**src/hw/rtl/bsb_pkg.sv**
```systemverilog
// ----------------------------------------------------------------------------
// Blitter package
// Shared constants, codes and controller/datapath handoff types.
// ----------------------------------------------------------------------------
package bsb_pkg;

    localparam int COLUMNS_DEF     = 64;
    localparam int HALF_PIXELS_DEF = 1024;
    localparam int PLANES_DEF      = 8;

    localparam int WORD_W = 6;

    // Bits kept when the other display half is written.
    localparam logic [WORD_W-1:0] MASK_BOTTOM_RGB = 6'h38;
    localparam logic [WORD_W-1:0] MASK_TOP_RGB    = 6'h07;

    // Request codes
    localparam logic [1:0] REQ_PIXEL = 2'd0;
    localparam logic [1:0] REQ_SWAP  = 2'd1;
    localparam logic [1:0] REQ_READ  = 2'd2;

    // Status codes
    localparam logic [1:0] ST_WRITTEN = 2'd0;
    localparam logic [1:0] ST_SKIPPED = 2'd1;
    localparam logic [1:0] ST_SWAPPED = 2'd2;
    localparam logic [1:0] ST_READ    = 2'd3;

    typedef enum logic [2:0] {
        S_INIT,
        S_IDLE,
        S_ADDR,
        S_CLEAR,
        S_FINISH
    } t_state;

    typedef struct packed {
        logic in_ready;
        logic latch;
        logic rd_en;
        logic clr_en;
        logic clr_all;
        logic flip;
        logic finish;
    } t_cmd;

    typedef struct packed {
        logic       in_valid;
        logic [1:0] in_type;
        logic       clr_last;
        logic       slot_free;
    } t_stat;

    function automatic t_state state_for_req(logic [1:0] req);
        t_state s;
        case (req) inside
            REQ_PIXEL, REQ_READ: s = S_ADDR;
            REQ_SWAP:            s = S_CLEAR;
            default:             s = S_FINISH;
        endcase
        return s;
    endfunction

endpackage

```
**src/hw/rtl/bsb_ctrl.sv**
```systemverilog
// ----------------------------------------------------------------------------
// Blitter controller
// Sequences reset clear, pixel read-modify-write, reads and swap clears.
// ----------------------------------------------------------------------------
module bsb_ctrl (
    input  logic           i_clk,
    input  logic           i_rst_n,
    input  bsb_pkg::t_stat i_stat,
    output bsb_pkg::t_cmd  o_cmd
);

    bsb_pkg::t_state r_state;
    bsb_pkg::t_state n_state;

    always_ff @(posedge i_clk) begin
        if (!i_rst_n) begin
            r_state <= bsb_pkg::S_INIT;
        end else begin
            r_state <= n_state;
        end
    end

    always_comb begin
        o_cmd   = '0;
        n_state = r_state;
        unique case (r_state)
            bsb_pkg::S_INIT: begin
                o_cmd.clr_en  = 1'b1;
                o_cmd.clr_all = 1'b1;
                if (i_stat.clr_last) begin
                    n_state = bsb_pkg::S_IDLE;
                end
            end
            bsb_pkg::S_IDLE: begin
                o_cmd.in_ready = 1'b1;
                if (i_stat.in_valid) begin
                    o_cmd.latch = 1'b1;
                    n_state     = bsb_pkg::state_for_req(i_stat.in_type);
                end
            end
            bsb_pkg::S_ADDR: begin
                o_cmd.rd_en = 1'b1;
                n_state     = bsb_pkg::S_FINISH;
            end
            bsb_pkg::S_CLEAR: begin
                o_cmd.clr_en = 1'b1;
                if (i_stat.clr_last) begin
                    o_cmd.flip = 1'b1;
                    n_state    = bsb_pkg::S_FINISH;
                end
            end
            bsb_pkg::S_FINISH: begin
                // hold the result until the output slot frees up
                if (i_stat.slot_free) begin
                    o_cmd.finish   = 1'b1;
                    o_cmd.in_ready = 1'b1;
                    if (i_stat.in_valid) begin
                        o_cmd.latch = 1'b1;
                        n_state     = bsb_pkg::state_for_req(i_stat.in_type);
                    end else begin
                        n_state = bsb_pkg::S_IDLE;
                    end
                end
            end
            default: begin
                n_state = bsb_pkg::S_INIT;
            end
        endcase
    end

endmodule

```
**config.mk**
```make
export PLATFORM = sky130hd
export DESIGN_NAME = bsb_ctrl
export DESIGN_NICKNAME = d
export VERILOG_FILES = /design/src/hw/rtl/bsb_pkg.sv /design/src/hw/rtl/bsb_ctrl.sv
export SDC_FILE = /design/constraint.sdc
export NUM_CORES = 1
export LEC_CHECK = 0
export ABC_AREA = 1
export BUFFER_PORTS_ARGS = -buffer_cell sky130_fd_sc_hd__buf_2
export CORE_AREA = 2 2 39 41
export CTS_CLUSTER_DIAMETER = 40
export DETAILED_ROUTE_END_ITERATION = 8
export DIE_AREA = 0 0 41 43
export PLACE_DENSITY = 0.5
export SYNTH_ARGS = -nofsm -noshare
export SYNTH_HDL_FRONTEND = slang
export SYNTH_SLANG_ARGS = --single-unit
```
**constraint.sdc**
```tcl
create_clock -name i_clk -period 1.69 [get_ports i_clk]
set_clock_uncertainty 0.2 [all_clocks]
set_input_delay 0.338 -clock i_clk [delete_from_list [all_inputs] [get_ports i_clk]]
set_output_delay 0.338 -clock i_clk [all_outputs]
set_load 0.03 [all_outputs]
```
==> flow_metrics.env, run 1 <==
export IMPL_crit_fanout=7
export IMPL_fill_cells=147
export IMPL_synth_compound_area_share_pct=11.2
export IMPL_worst_path_buf_inv=1
export IMPL_power_leakage_nw=0.330
export IMPL_drt_iter0_markers=8
export IMPL_nNetsFinal=93
export IMPL_path_class="flip-flop to output port"
export IMPL_crit_family="flip-flops"
export IMPL_synthToLayoutAreaGrowth_pct=89.6
export IMPL_die_y_um=43
export IMPL_finalHoldViolations=0
export IMPL_rows=14
export IMPL_dieArea_sq_um=1760
export IMPL_largest_reg_flops=3
export IMPL_num_antenna_cells=0
export IMPL_reg_largest_list="r_state (3)"
export IMPL_cts_tree="yes"
export IMPL_status="finished with violations"
export IMPL_netlist_top_cells_area="dfxtp_1 (17%), nand2_1 (14%), inv_1 (8.6%)"
export IMPL_cp_slowest_cell="dfxtp_4"
export IMPL_portBuffers=13
export IMPL_yosysTopAreaCell="dfxtp_1"
export IMPL_dp_slack_ns=0.0750
export IMPL_drv_slew=0
export IMPL_insertion_delay_ns=0.24
export IMPL_cp_slowest_stage_delay_ns=0.37
export IMPL_die_w_um=41
export IMPL_hold_class="input port to flip-flop"
export IMPL_clockBufferDepth=2
export IMPL_max_freq_ghz=0.586
export IMPL_yosysUniqueCellTypes=17
export IMPL_antenna_found_initial=0
export IMPL_ys_ff_latch=3
export IMPL_dp_hpwl_um=659
export IMPL_gr_total_overflow=0
export IMPL_rsz0062_at_grt="yes"
export IMPL_fin_ws_ns=-0.0178
export IMPL_synth_edf_count=0
export IMPL_vias=450
export IMPL_setup_viol=1
export IMPL_synth_top_cell_area_share_pct=17.3
export IMPL_ys_flop_type="dfxtp_1"
export IMPL_core_area_sq_um=1380
export IMPL_multiInputGateArea_sq_um=273
export IMPL_ios=14
export IMPL_violations="setup timing"
export IMPL_worstPathRequired_ns=1.15
export IMPL_dr_pass1_iters=4
export IMPL_r2r_slack_ns=0.10
export IMPL_fin_tns_setup_ns=-0.0178
export IMPL_r2r_end="r_state[0]"
export IMPL_syn_inst=56
export IMPL_startpoint="r_state[1]"
export IMPL_drive_above_1_share_pct=61.2
export IMPL_gp_congestion=0.715
export IMPL_synth_adder_area_share_pct=0
export IMPL_synthSimpleGateAreaFrac_pct=53.2
export IMPL_synth_common_cells="nand2_1 (13), inv_1 (8), a21oi_1 (5)"
export IMPL_ff2ff_path_depth=10
export IMPL_grt_max_degree=8
export IMPL_numCtsBuffers=3
export IMPL_drc=0
export IMPL_cts_sinks=3
export IMPL_synthXorXnorAreaFrac_pct=0
export IMPL_worstPathCellList="nor3_4, nand2_2, a21oi_2, buf_6"
export IMPL_synth_most_common_cell="nand2_1"
export IMPL_crit_arrival_ns=1.17
export IMPL_first_global_vias=384
export IMPL_r2r_start="r_state[1]"
export IMPL_slew_headroom_pct=81.8
export IMPL_yosys_warnings=0
export IMPL_synth_avg_cell_area_sq_um=6.21
export IMPL_ir_drop_uv=299
export IMPL_fin_crit_ns=1.71
export IMPL_viasPerCell=4.46
export IMPL_hold_buffers=0
export IMPL_synthMuxAreaShare_pct=0
export IMPL_timing_hold_worst_start="i_rst_n"
export IMPL_crit_cells=4
export IMPL_syn_num_nets=63
export IMPL_tightest_slew_ns=0.274
export IMPL_drt_total_wl_um=977
export IMPL_synth_top_family_by_area="simple AND/OR/NAND/NOR gates"
export IMPL_seq_area_sq_um=71.3
export IMPL_regMostFlops="r_state"
export IMPL_groute_usage_overall_pct=12.2
export IMPL_start_kind="flip-flop"
export IMPL_cap_viol_max_count=0
export IMPL_path_clk_slew_ns=0.04
export IMPL_start_util_pct=25.1
export IMPL_crit_path_end_kind="output port"
export IMPL_p_per_area_nw_per_um2=1200
export IMPL_wire_per_inst_um=9.67
export IMPL_period_share_pct=101
export IMPL_endpoint="o_cmd[5]"
export IMPL_grt_first_pass_wirelength_mm=1.46
export IMPL_root_buffer="clkbuf_4"
export IMPL_ys_seq_area_share_pct=17.3
export IMPL_syn_area_sq_um=348
export IMPL_ys_async_sr_fraction_pct=0
export IMPL_htreeDepth=1
export IMPL_antenna_left=0
==> cell type report <==
| type | count | area share [%] |
|---|---|---|
| Timing Repair Buffer | 27 | 34.2 |
| Multi-Input combinational cell | 40 | 41.4 |
| Clock buffer | 4 | 3.98 |
| Tap cell | 16 | 3.04 |
| Inverter | 11 | 6.64 |
| Sequential cell | 3 | 10.8 |
==> logic make-up (layout without fill, tap and decap cells) <==
| kind of cell | after synthesis | after routing |
|---|---|---|
| flip-flops | 3 | 3 |
| AND/OR/NAND/NOR | 33 | 33 |
| AO/OA/AOI/OAI | 7 | 7 |
| buffers and inverters | 13 | 42 |
==> what timing repair did <==
item,CTS,global route
endpoints found under the setup margin,7,7
gates resized for setup,12,24
buffers inserted,3,7
pin swaps,0,6
==> through the flow <==
| step | hold slack [ns] | instance area, sq um | power (mW) | util [%] | std cells |
|---|---|---|---|---|---|
| 6_report | 0.166 | 659 | 0.791 | 47.6 | 101 |
| 5_1_grt | 0.186 | 659 | 0.851 | 47.6 | 101 |
| 4_1_cts | 0.165 | 522 | 0.661 | 37.7 | 94 |
| 3_5_place_dp | 0.403 | 444 | 0.479 | 32.1 | 87 |
| 3_3_place_gp | 0.406 | 444 | 0.480 | 32.1 | 87 |
| 2_1_floorplan | 0.296 | 352 | 0.397 | - | 56 |
==> worst register-to-register path: stages (launching register included) <==
cell and delay [ns]:
dfxtp_4 0.37, buf_6 0.13, nor2_8 0.11, buf_4 0.12
buf_4 0.10, nand3b_1 0.10, nand2_2 0.13, inv_2 0.04
nand2_1 0.05, nand2_1 0.05, a21oi_2 0.10
==> power by group <==
part | internal (mW) | total, mW | switching (mW)
Sequential | 0.0904 | 0.120 | 0.0292
Combinational | 0.258 | 0.543 | 0.285
Clock | 0.0887 | 0.129 | 0.0399
==> worst min path at each step <==
| stage | slack [ns] | depth (start not counted) | endpoint |
|---|---|---|---|
| floorplan | 0.30 | 2 | r_state[0] |
| global placement | 0.41 | 3 | r_state[0] |
| detailed placement | 0.40 | 3 | r_state[0] |
| CTS | 0.17 | 3 | r_state[0] |
| global route | 0.19 | 3 | r_state[1] |
| finish | 0.17 | 3 | r_state[0] |
==> placed cells by master, fill, tap and decap left out, types with 2 or more instances in the layout <==
cell type | synthesis | layout
nand2_1 | 13 | 11
buf_4 | 0 | 11
buf_6 | 2 | 10
inv_1 | 8 | 7
buf_2 | 0 | 6
nand2_2 | 4 | 5
nand3_1 | 4 | 4
a21oi_1 | 5 | 4
inv_2 | 3 | 3
clkbuf_4 | 0 | 3
dfxtp_4 | 0 | 3
nor3_4 | 0 | 2
a21oi_2 | 1 | 2
nor2_4 | 0 | 2
nor2_1 | 4 | 2
nand4_1 | 2 | 2
==> per-layer routing <==
layer / vias to the layer above / part of all wire (%) / GRT usage, %
li1: 236 / - / -
met1: 195 / 38 / 14.4
met2: 15 / 54 / 18.4
met3: 4 / 4.7 / 3.14
met4: 0 / 3.2 / 8.00
met5: - / 0 / 0
(Power assumes the default switching activity.)
==> inputs of run 2 (changes only) <==
==> constraint.sdc (replaced) <==
create_clock -name i_clk -period 1.95 [get_ports i_clk]
set_clock_uncertainty 0.2 [all_clocks]
set_input_delay 0.39 -clock i_clk [delete_from_list [all_inputs] [get_ports i_clk]]
set_output_delay 0.39 -clock i_clk [all_outputs]
set_load 0.03 [all_outputs]
==> flow_metrics.env, run 2 (same netlist as run 1, synthesis figures left out) <==
export IMPL_fin_util_pct=34.7
export IMPL_max_freq_ghz=0.534
export IMPL_gp_congestion=0.728
export IMPL_final_cell_mix="nand2_1 (13), buf_2 (12), inv_1 (8)"
export IMPL_hold_class="input port to flip-flop"
export IMPL_cts_sinks=3
export IMPL_slew_headroom_pct=80.9
export IMPL_wire_per_inst_um=8.81
export IMPL_status="complete, no violations"
export IMPL_portBuffers=13
export IMPL_drt_total_wl_um=793
export IMPL_cp_slowest_cell="dfxtp_4"
export IMPL_drt_iter0_markers=13
export IMPL_first_global_vias=337
export IMPL_fin_cells=90
export IMPL_groute_usage_overall_pct=11.3
export IMPL_p_per_area_nw_per_um2=1130
export IMPL_crit_path_end_kind="output port"
export IMPL_cts_tree="yes"
export IMPL_setup_viol=0
export IMPL_clockBufferDepth=2
export IMPL_reg_largest_list="r_state (3)"
export IMPL_largest_reg_flops=3
export IMPL_fin_tns_setup_ns=0
export IMPL_viasPerCell=4.50
export IMPL_crit_fanout=7
export IMPL_regMostFlops="r_state"
export IMPL_fin_crit_ns=1.87
export IMPL_path_class="flip-flop to output port"
export IMPL_fin_ws_ns=0.0778
export IMPL_drc=0
export IMPL_worstPathRequired_ns=1.36
export IMPL_ir_drop_uv=334
export IMPL_seqPwrFrac_pct=20.5
export IMPL_start_util_pct=25.1
export IMPL_power_internal_mw=0.281
export IMPL_core_area_sq_um=1380
export IMPL_crit_family="flip-flops"
export IMPL_num_antenna_cells=0
export IMPL_start_kind="flip-flop"
export IMPL_ios=14
export IMPL_insertion_delay_ns=0.24
export IMPL_p_total_mw=0.545
export IMPL_switching_power_mw=0.264
export IMPL_pwr_share_comb_pct=59.3
export IMPL_grt_first_pass_wirelength_mm=1.34
export IMPL_root_buffer="clkbuf_4"
export IMPL_nNetsFinal=82
export IMPL_antenna_found_initial=0
export IMPL_path_clk_slew_ns=0.03
export IMPL_die_y_um=43
export IMPL_worstPathCellList="inv_2, nor3_4, inv_1, a21oi_1, buf_4"
export IMPL_dp_cells=84
export IMPL_power_leakage_nw=0.259
export IMPL_synthToLayoutAreaGrowth_pct=38.1
export IMPL_antenna_left=0
export IMPL_rows=14
export IMPL_dieArea_sq_um=1760
export IMPL_dp_slack_ns=0.216
export IMPL_final_common_cell="nand2_1"
export IMPL_period_share_pct=96.0
export IMPL_drive_above_1_share_pct=47.3
export IMPL_drv_slew=0
export IMPL_gr_total_overflow=0
export IMPL_finalHoldViolations=0
export IMPL_cap_viol_max_count=0
export IMPL_dp_hpwl_um=629
export IMPL_grt_max_degree=9
export IMPL_pwr_share_clk_pct=20.2
export IMPL_switching_share_pct=48.4
export IMPL_dr_pass1_iters=4
export IMPL_numCtsBuffers=3
export IMPL_cp_slowest_stage_delay_ns=0.39
export IMPL_tightest_slew_ns=0.287
export IMPL_htreeDepth=1
export IMPL_worst_path_buf_inv=3
export IMPL_crit_arrival_ns=1.28
export IMPL_vias=405
export IMPL_die_w_um=41
==> run 2: changes by cell type in the layout (fill, tap and decap cells not counted), sizes merged <==
cell / delta
buf: -11
==> run 2: power groups by stage <==
stage / combinational (mW) / sequential (mW) / clock, mW
2_1_floorplan: 0.261 / 0.0806 / 0
3_3_place_gp: 0.293 / 0.103 / 0
3_5_place_dp: 0.293 / 0.102 / 0
4_1_cts: 0.295 / 0.103 / 0.113
5_1_grt: 0.361 / 0.116 / 0.122
6_report: 0.323 / 0.112 / 0.110
==> run 2: layout make-up <==
type / count / area (sq um)
repair buffers: 16 / 90.1
clock buffers: 4 / 26.3
well taps: 16 / 20.0
inverters: 11 / 41.3
flip-flops and latches: 3 / 66.3
multi-input cells: 40 / 236
fillers: 151 / 903
==> run 2: worst min-delay path: cells and delay by family <==
kind / cells / cell delay (ns)
compound gates: 1 / 0.09
buf+inv: 2 / 0.13
==> run 2: layer usage <==
| layer | GRT usage (%) | share of wire [%] | up-vias | routed length, um |
|---|---|---|---|---|
| li1 | - | - | 213 | - |
| met1 | 16.4 | 45 | 175 | 356 |
| met2 | 13.8 | 48 | 17 | 377 |
| met3 | 3.14 | 7.6 | 0 | 60 |
| met4 | 8.00 | 0 | 0 | 0 |
| met5 | 0 | 0 | - | 0 |
==> run 2: path summary, 6_finish.rpt <==
| path | from | to | slack, ns | cells past startpoint |
|---|---|---|---|---|
| worst max-delay path | r_state[0] | o_cmd[5] | 0.08 | 5 |
| worst min-delay path | i_rst_n | r_state[0] | 0.22 | 3 |
| worst max register to register | r_state[0] | r_state[2] | 0.54 | 7 |
| worst min register to register | r_state[0] | r_state[0] | 0.34 | 2 |
==> run 2: timing repair <==
action	4_1_cts	5_1_grt
setup buffers	0	2
endpoints found under the setup margin	1	6
hold buffers	0	0
pin swaps	1	2
resized for setup	1	7
==> run 2: through the flow <==
step                hold slack (ns)  instance area [sq um]
finish                        0.217                    480
global route                  0.245                    480
CTS                           0.222                    445
detailed placement            0.389                    418
global placement              0.392                    418
floorplan                     0.348                    348
==> inputs of run 3 (changes only) <==
--- a/config.mk
+++ b/config.mk
@@ -5,13 +5,12 @@
 export SDC_FILE = /design/constraint.sdc
 export NUM_CORES = 1
 export LEC_CHECK = 0
-export ABC_AREA = 1
 export BUFFER_PORTS_ARGS = -buffer_cell sky130_fd_sc_hd__buf_2
 export CORE_AREA = 2 2 39 41
 export CTS_CLUSTER_DIAMETER = 40
 export DETAILED_ROUTE_END_ITERATION = 8
 export DIE_AREA = 0 0 41 43
-export PLACE_DENSITY = 0.5
+export PLACE_DENSITY = 0.47
 export SYNTH_ARGS = -nofsm -noshare
 export SYNTH_HDL_FRONTEND = slang
 export SYNTH_SLANG_ARGS = --single-unit
==> flow_metrics.env, run 3 <==
export IMPL_status="complete, no violations"
export IMPL_rows=14
export IMPL_dp_cells=70
export IMPL_final_common_cell="buf_2"
export IMPL_synth_common_cells="nand2_1 (7), nor2_1 (4), dfxtp_1 (3)"
export IMPL_groute_usage_overall_pct=9.42
export IMPL_grt_max_degree=12
export IMPL_synth_most_common_cell="nand2_1"
export IMPL_fin_crit_ns=1.86
export IMPL_drv_slew=0
export IMPL_cts_tree="yes"
export IMPL_dp_hpwl_um=582
export IMPL_drt_total_wl_um=723
export IMPL_antenna_found_initial=0
export IMPL_crit_arrival_ns=1.27
export IMPL_p_per_area_nw_per_um2=1330
export IMPL_root_buffer="clkbuf_4"
export IMPL_htreeDepth=1
export IMPL_crit_fanout=7
export IMPL_syn_area_sq_um=302
export IMPL_gr_total_overflow=0
export IMPL_viasPerCell=4.59
export IMPL_ir_drop_uv=417
export IMPL_synth_edf_count=0
export IMPL_slew_headroom_pct=83.0
export IMPL_ys_async_sr_fraction_pct=0
export IMPL_syn_num_nets=50
export IMPL_clockBufferDepth=2
export IMPL_wire_per_inst_um=9.77
export IMPL_numCtsBuffers=3
export IMPL_ys_ff_latch=3
export IMPL_fill_cells=163
export IMPL_largest_reg_flops=3
export IMPL_yosys_warnings=0
export IMPL_ys_flop_type="dfxtp_1"
export IMPL_fin_cells=74
export IMPL_gp_congestion=0.783
export IMPL_path_class="flip-flop to output port"
export IMPL_fin_hold_ws_ns=0.216
export IMPL_ys_seq_area_share_pct=19.9
export IMPL_period_share_pct=95.2
export IMPL_cts_setup_buffers=0
export IMPL_cap_viol_max_count=0
export IMPL_dieArea_sq_um=1760
export IMPL_power_leakage_nw=0.180
export IMPL_yosysTopAreaCell="dfxtp_1"
export IMPL_dpl_cell_area_sq_um=379
export IMPL_yosysUniqueCellTypes=26
export IMPL_core_area_sq_um=1380
export IMPL_drc=0
export IMPL_first_global_vias=278
export IMPL_die_y_um=43
export IMPL_vias=340
export IMPL_drive_above_1_share_pct=44.8
export IMPL_worstPathRequired_ns=1.36
export IMPL_stdcell_area_sq_um=418
export IMPL_synth_top_cell_area_share_pct=19.9
export IMPL_synth_avg_cell_area_sq_um=7.01
export IMPL_syn_inst=43
export IMPL_reg_largest_list="r_state (3)"
export IMPL_regMostFlops="r_state"
export IMPL_dr_pass1_iters=2
export IMPL_max_freq_ghz=0.539
export IMPL_portBuffers=13
export IMPL_start_util_pct=21.8
export IMPL_path_clk_slew_ns=0.04
export IMPL_final_cell_mix="buf_2 (12), nand2_1 (6), clkbuf_4 (4)"
export IMPL_fin_tns_setup_ns=0
export IMPL_setup_viol=0
export IMPL_cts_sinks=3
export IMPL_ios=14
export IMPL_netlist_top_cells_area="dfxtp_1 (20%), nand2_1 (8.7%), nor2_1 (5.0%)"
export IMPL_die_w_um=41
export IMPL_tightest_slew_ns=0.255
export IMPL_rsz0062_at_grt="yes"
export IMPL_ff2ff_path_depth=5
export IMPL_finalHoldViolations=0
export IMPL_insertion_delay_ns=0.23
export IMPL_drt_iter0_markers=3
export IMPL_num_antenna_cells=0
export IMPL_start_kind="flip-flop"
export IMPL_hold_depth=2
export IMPL_grt_first_pass_wirelength_mm=1.16
export IMPL_antenna_left=0
export IMPL_nNetsFinal=66
export IMPL_hold_class="input port to flip-flop"
export IMPL_synthToLayoutAreaGrowth_pct=38.6
export IMPL_crit_path_end_kind="output port"
[run 3: cell count changes in the layout (fill, tap and decap cells not counted), sizes merged, moves of 4 or more]
cell and change:
inv -10, nand2 -10, nand3 -4, a21oi -4
[run 3: metrics by stage]
stage	utilization, %	total power, mW	setup slack [ns]
2_1_floorplan	-	0.363	0.0565
3_3_place_gp	27.4	0.433	0.191
3_5_place_dp	27.4	0.433	0.187
4_1_cts	29.5	0.549	0.0588
5_1_grt	30.2	0.610	-0.000986
6_report	30.2	0.557	0.0934
[run 3: cell type report]
type,instances,area (sq um),share of cell area [%]
Timing Repair Buffer,15,82.6,19.8
Sequential cell,3,65.1,15.6
Clock buffer,4,26.3,6.29
Multi-Input combinational cell,35,220,52.7
Inverter,1,3.75,0.898
Tap cell,16,20.0,4.79
[run 3: critical path, cell delays in order, from the launching register on]
cell and delay, ns:
dfxtp_2 0.37, nand2b_1 0.16, o21a_1 0.14, nor2_2 0.04
and2_1 0.15, clkbuf_4 0.17
[run 3: kinds of logic (layout without fill, tap and decap cells)]
| logic type | Yosys count | after routing | share of synthesized area [%] |
|---|---|---|---|
| simple gates | 22 | 22 | 38.2 |
| compound gates | 12 | 12 | 29.0 |
| buf+inv | 5 | 20 | 9.54 |
| flops | 3 | 3 | 19.9 |
| mux | 1 | 1 | 3.32 |
[run 3: power by group]
group / leakage (nW) / switching, mW / internal, mW
Clock: 0.0150 / 0.0295 / 0.0765
Combinational: 0.139 / 0.202 / 0.127
Sequential: 0.0256 / 0.0381 / 0.0842
Total: 0.180 / 0.270 / 0.287
[run 3: path summary, 6_finish.rpt]
path / startpoint / endpoint / slack, ns
setup / recovery: r_state[2] / o_cmd[5] / 0.09
setup reg to reg: r_state[1] / r_state[0] / 0.41
hold reg to reg: r_state[0] / r_state[0] / 0.42
hold / removal: i_rst_n / r_state[2] / 0.22
[run 3: repair_timing]
action / in CTS / in global routing
gates resized for setup: 2 / 4
hold buffers: 0 / 0
endpoints found under the setup margin: 2 / 2
[run 3: per-layer routing]
layer  global-route usage (%)  vias to the layer above  wire (um)
met2                     12.5                       10        304
met5                        0                        -          0
li1                         -                      182          -
met4                     2.00                        0          0
met3                     4.71                        0         45
met1                     13.4                      148        372
